==> src/hw/rtl/dpsa_pkg.sv <==
// Shared types and constants for the DMA pool slot allocator.
// Used by the controller, the datapath and the top level; no dependencies.
package dpsa_pkg;

    localparam int PAGE_BYTES = 4096;
    localparam int OFF_W      = 13;   // byte offset inside a page, 0..4096
    localparam int ADDR_W     = 48;
    localparam int FRAME_W    = 36;
    localparam int UNIT_W     = 13;
    localparam int ALIGN_W    = 13;
    localparam int BOUND_W    = 21;
    localparam int CFG_ADDR_W = 2;
    localparam int CFG_DATA_W = 21;

    // Register indexes on the configuration port
    localparam logic [CFG_ADDR_W-1:0] REG_UNIT_SIZE = 2'd0;
    localparam logic [CFG_ADDR_W-1:0] REG_ALIGNMENT = 2'd1;
    localparam logic [CFG_ADDR_W-1:0] REG_BOUNDARY  = 2'd2;

    // Request kinds carried on s_tuser
    localparam logic OP_ALLOC = 1'b0;
    localparam logic OP_FREE  = 1'b1;

    typedef enum logic [1:0] {
        ST_OK          = 2'd0,
        ST_NO_ROOM     = 2'd1,
        ST_FREE_REJECT = 2'd2,
        ST_CFG_INVALID = 2'd3
    } status_t;

    // Controller to datapath commands
    typedef struct packed {
        logic    load_item;
        logic    pg_first;
        logic    rd_page;
        logic    pg_next;
        logic    adopt;
        logic    scan_init;
        logic    scan_step;
        logic    commit_alloc;
        logic    commit_free;
        logic    set_status;
        status_t status;
    } dp_cmd_t;

    // Datapath to controller status
    typedef struct packed {
        logic cfg_ok;
        logic op_free;
        logic pages_left;
        logic pool_full;
        logic slot_in_range;
        logic slot_fits;
        logic frame_hit;
        logic off_reached;
        logic off_match;
        logic bit_set;
        logic taken;
    } dp_sts_t;

endpackage

==> src/hw/rtl/dpsa_ctrl.sv <==
// Sequencing state machine of the slot allocator.
// Depends on dpsa_pkg for the command and status structs.
module dpsa_ctrl (
    input  logic             aclk,
    input  logic             aresetn,
    input  logic             s_tvalid,
    output logic             s_tready,
    input  logic             out_free,
    output logic             emit,
    input  dpsa_pkg::dp_sts_t sts,
    output dpsa_pkg::dp_cmd_t cmd
);
    import dpsa_pkg::*;

    typedef enum logic [2:0] {
        S_IDLE,
        S_CHECK,
        S_A_PAGE,
        S_A_SCAN,
        S_F_PAGE,
        S_F_CMP,
        S_F_DIV,
        S_DONE
    } state_t;

    state_t state_reg, state_next;

    assign s_tready = (state_reg == S_IDLE);

    // Next state and commands
    always_comb begin
        cmd        = '0;
        cmd.status = ST_OK;
        emit       = 1'b0;
        state_next = state_reg;
        unique case (state_reg)
            S_IDLE: begin
                if (s_tvalid) begin
                    cmd.load_item = 1'b1;
                    state_next    = S_CHECK;
                end
            end
            S_CHECK: begin
                cmd.pg_first = 1'b1;
                if (!sts.cfg_ok) begin
                    cmd.set_status = 1'b1;
                    cmd.status     = ST_CFG_INVALID;
                    state_next     = S_DONE;
                end else if (sts.op_free) begin
                    state_next = S_F_PAGE;
                end else begin
                    state_next = S_A_PAGE;
                end
            end
            S_A_PAGE: begin
                if (sts.pages_left) begin
                    cmd.rd_page   = 1'b1;
                    cmd.scan_init = 1'b1;
                    state_next    = S_A_SCAN;
                end else if (!sts.pool_full) begin
                    cmd.adopt     = 1'b1;
                    cmd.scan_init = 1'b1;
                    state_next    = S_A_SCAN;
                end else begin
                    cmd.set_status = 1'b1;
                    cmd.status     = ST_NO_ROOM;
                    state_next     = S_DONE;
                end
            end
            S_A_SCAN: begin
                if (!sts.slot_in_range) begin
                    // page exhausted: a freshly adopted page ends the search
                    if (sts.taken) begin
                        cmd.set_status = 1'b1;
                        cmd.status     = ST_NO_ROOM;
                        state_next     = S_DONE;
                    end else begin
                        cmd.pg_next = 1'b1;
                        state_next  = S_A_PAGE;
                    end
                end else if (sts.slot_fits) begin
                    cmd.commit_alloc = 1'b1;
                    state_next       = S_DONE;
                end else begin
                    cmd.scan_step = 1'b1;
                end
            end
            S_F_PAGE: begin
                if (sts.pages_left) begin
                    cmd.rd_page = 1'b1;
                    state_next  = S_F_CMP;
                end else begin
                    cmd.set_status = 1'b1;
                    cmd.status     = ST_FREE_REJECT;
                    state_next     = S_DONE;
                end
            end
            S_F_CMP: begin
                if (sts.frame_hit) begin
                    cmd.scan_init = 1'b1;
                    state_next    = S_F_DIV;
                end else begin
                    cmd.pg_next = 1'b1;
                    state_next  = S_F_PAGE;
                end
            end
            S_F_DIV: begin
                // walk slot offsets until the freed offset is met or passed
                if (sts.off_match && sts.slot_in_range && sts.bit_set) begin
                    cmd.commit_free = 1'b1;
                    state_next      = S_DONE;
                end else if (sts.off_reached || !sts.slot_in_range) begin
                    cmd.set_status = 1'b1;
                    cmd.status     = ST_FREE_REJECT;
                    state_next     = S_DONE;
                end else begin
                    cmd.scan_step = 1'b1;
                end
            end
            S_DONE: begin
                if (out_free) begin
                    emit       = 1'b1;
                    state_next = S_IDLE;
                end
            end
            default: state_next = S_IDLE;
        endcase
    end

    // Hold state
    always_ff @(posedge aclk) begin
        if (!aresetn) begin
            state_reg <= S_IDLE;
        end else begin
            state_reg <= state_next;
        end
    end

endmodule

==> config.mk <==
export PLATFORM = sky130hd
export DESIGN_NAME = dpsa_ctrl
export DESIGN_NICKNAME = d
export VERILOG_FILES = /design/src/hw/rtl/dpsa_pkg.sv /design/src/hw/rtl/dpsa_ctrl.sv
export SDC_FILE = /design/constraint.sdc
export NUM_CORES = 1
export LEC_CHECK = 0
export BUFFER_PORTS_ARGS = -buffer_cell sky130_fd_sc_hd__buf_4
export CAP_MARGIN = 10
export CORE_AREA = 4 4 49 51
export DETAILED_ROUTE_END_ITERATION = 10
export DIE_AREA = 0 0 53 55
export MAX_ROUTING_LAYER = met4
export SYNTH_ARGS = -nofsm -noshare
export SYNTH_HDL_FRONTEND = slang
export SYNTH_SLANG_ARGS = --single-unit
==> constraint.sdc <==
create_clock -name aclk -period 1.85 [get_ports aclk]
set_input_delay 0.0925 -clock aclk [delete_from_list [all_inputs] [get_ports aclk]]
set_output_delay 0.0925 -clock aclk [all_outputs]
set_load 0.05 [all_outputs]
# After elaboration in Yosys (flattened, before gate mapping)
# Index checks and enable logic that the tools add are counted.
# totals
register_bits,3
latchBits,0
ramBits,0
romBits,0
input_bits,15
output_inout_bits,14
elab_cells,68
memories,0
# classes
addsub,0
multipliers,0
n_div,0
n_lt_le_gt_ge,0
eq_ne,11
shift,0
muxes,49
bitwise_logic,0
n_reduce_logical,7
# op_table
cell,count
$mux 3,19
$pmux 3 s8,1
$mux 1,21
$pmux 3 s5,1
$eq 3x3->1 const B,4
$mux 2,4
$eq 3x2->1 const B,2
$ne 3x3->1 const B,2
$pmux 1 s2,3
$ne 2x2->1 const B,2
$reduce_and 4->1,1
$eq 3x1->1 const B,1
$logic_not 3->1,1
$logic_and 1x1->1,2
$reduce_or 2->1,1
$logic_not 1->1,1
$logic_or 1x1->1,1

# Logic depth before layout (Yosys ltp)
# logic_depth
ltp_word,5
mapped_depth,6
depth_no_buf,4

# Worst setup path before layout
# OpenSTA, ideal clock, no wires.
# synth_path
path_type,flip-flop to output port
from,register state_reg[2]
to,output port cmd[11] in the netlist's numbering
arrival_ns,2.240
t_required_ns,1.757
path_slack_ns,-0.482
stages_incl_launch_ff,4
path_cell_list,dfxtp_1 clkbuf_1 nor3_1 and2_1
# synth_rtl
item,line,text
from (decl),dpsa_ctrl.sv:26,"state_t state_reg, state_next;"
from (signal assigned),dpsa_ctrl.sv:135,state_reg <= state_next;
to (decl),dpsa_ctrl.sv:11,output dpsa_pkg::dp_cmd_t cmd

==> impl_metrics.tcl <==
set metrics [dict create \
    grt-ovfl-total 0 \
    syn_area_per_cell_um2 6.70 \
    yosysSeqAreaShare_pct 12.8 \
    maxSlewHeadroom_pct 78.1 \
    netlist_area_um2 469 \
    finalWirelength_mm 1.46 \
    coreArea_mm2 0.00194 \
    yosys_warnings 0 \
    max_cap_violations 0 \
    powerDensity_mw_per_mm2 1770 \
    setup_viol 0 \
    start_kind "flip-flop" \
    num_io_pins 29 \
    worstMarginPinSlew_ns 0.329 \
    ctsResizeCount 0 \
    grt_max_degree 14 \
    wire_per_inst_um 11.5 \
    path_clk_slew_ns 0.03 \
    grt_pass1_wl_mm 2.27 \
    cts_setup_buffers 0 \
    grt_pass1_vias 538 \
    rsz0062_at_grt "false" \
    cts_hold_buf 0 \
    final_cell_mix "buf_4, nand2_1, nor2_1" \
    largest_reg_flops 3 \
    synth.distinct_cells 32 \
    path_buf_inv 2 \
    die-area_mm2 0.00292 \
    syn_inst 70 \
    ant_nets 0 \
    start_util_pct 24.2 \
    dpl-instance-area_um2 724 \
    via_count 598 \
    critPathMaxFanout 10 \
    holdWs_ns 0.0996 \
    drive_gt1_share_pct 44.0 \
    cp_top_family "buffers and inverters" \
    worstPathCellList "buf_4 > or2_1 > a21o_1 > a21oi_2 > nand2b_2 > buf_4" \
    finClkSkew_ns 0.00167 \
    globalRouteTotalUtil_pct 10.6 \
    hpwl_mm 1.19 \
    die_h_um 55 \
    gp_congestion 0.750 \
    critPathSlowestCell "dfxtp_2" \
    vias_per_cell 4.71 \
    yosys_register_bits 3 \
    min_period_ns 1.71 \
    vdd_drop_max_mv 0.585 \
    cp_data_required_time_ns 1.76 \
    cts_made_buffers 3 \
    antenna_found_initial 0 \
    crit_type "flip-flop to primary output" \
    clock_path_buffers 2 \
    ctsRootBufferMaster "clkbuf_4" \
    total_leakage_power_uw 0.000345 \
    first_pass_iters 4 \
    ys_async_sr_fraction_pct 0 \
    layout.nets 116 \
    row_count 16 \
    synth_ff_type "dfxtp_1" \
    syn_nets 85 \
    setup_tns_ns 0 \
    syn_to_final_growth_pct 60.5 \
    antenna_cells 0 \
    clkLatencyLatePin_ns 0.23 \
    htreeDepth 1 \
    total_power_uw 1330 \
    cpMostUsedCell "buf_4" \
    synth_edf_count 0 \
    portBuffers 28 \
    chipWidth_um 53 \
    max_freq_mhz 584 \
    final.period_utilization_pct 92.6 \
    maxSlewViolCount 0 \
    hold_viol 0 \
    drtIter0Drc 6 \
    cts_tree "built" \
    final_common_cell "buf_4" \
    critPathArrivalTime_ns 1.62 \
    design_area_um2 753 \
    worstHoldPathType "primary input to flip-flop" \
    cts_sinks 3 \
    status "complete, no violations" \
    critPathMaxStageDelay_ns 0.35 \
    end_kind "primary output" \
    drc 0 \
]
[report_power, final]
group	leakage (uW)	total [uW]	internal [uW]	switching (uW)
registers	0.0000255	179	102	76.9
clock network	0.0000150	116	80.9	34.6
logic	0.000304	1040	375	664
total	0.000345	1330	559	776
[metrics by stage]
stage | util [%] | setup slack, ns | cells
final | 38.8 | 0.137 | 127
after CTS | 38.7 | 0.0648 | 127
after detailed placement | 37.3 | 0.317 | 123
after global placement | 37.3 | 0.339 | 123
after global routing | 38.8 | 0.0457 | 127
after floorplan | - | -0.0222 | 70
[cells by family (layout without fill, tap and decap cells)]
family | count (synthesis) | count (layout) | share of synthesized area [%]
AND/OR/NAND/NOR | 33 | 33 | 37.6
AO/OA/AOI/OAI | 25 | 25 | 40.3
buffers and inverters | 9 | 39 | 9.33
flip-flops | 3 | 3 | 12.8
[cell type report]
class / instances / area, um^2
Clock buffer: 4 / 26.3
Fill cell: 203 / 1190
Inverter: 5 / 18.8
Multi-Input combinational cell: 58 / 387
Sequential cell: 3 / 62.6
Tap cell: 27 / 33.8
Timing Repair Buffer: 30 / 225
[Yosys cell counts (all sizes together) (2+ instances only)]
| library cell | n | share of area (%) |
|---|---|---|
| nor2 | 7 | 5.6 |
| nand2 | 9 | 7.2 |
| nand3 | 2 | 2.1 |
| buf | 3 | 4.5 |
| nor2b | 2 | 4.3 |
| nor3 | 3 | 3.2 |
| inv | 5 | 4.0 |
| nand2b | 5 | 6.7 |
| o21ai | 5 | 6.1 |
| a21o | 3 | 4.8 |
| a21oi | 7 | 7.5 |
| dfxtp | 3 | 13 |
[layer usage]
metal | GRT usage [%] | routed length [um] | vias to the layer above
li1 | - | - | 313
met1 | 12.9 | 694 | 263
met2 | 18.4 | 647 | 22
met3 | 3.49 | 122 | 0
met4 | 0 | 0 | 0
met5 | - | 0 | -
[worst register-to-register path, cell delays in order, from the launching register on]
cell and delay [ns]:
dfxtp_1 0.36, buf_4 0.20, nand4b_1 0.25, o32ai_4 0.24
nor2b_4 0.06, o221a_1 0.24
[path summary, 6_finish.rpt]
kind / from / cells past startpoint / slack, ns / end
setup / recovery: state_reg[1]$_SDFFE_PN0P_ / 6 / 0.14 / cmd[2]
hold / removal: aresetn / 3 / 0.1 / state_reg[1]$_SDFFE_PN0P_
setup reg to reg: state_reg[2]$_SDFFE_PN0P_ / 5 / 0.39 / state_reg[2]$_SDFFE_PN0P_
hold reg to reg: state_reg[2]$_SDFFE_PN0P_ / 1 / 0.69 / state_reg[2]$_SDFFE_PN0P_
Note: power is estimated with default switching activity, not from simulation.
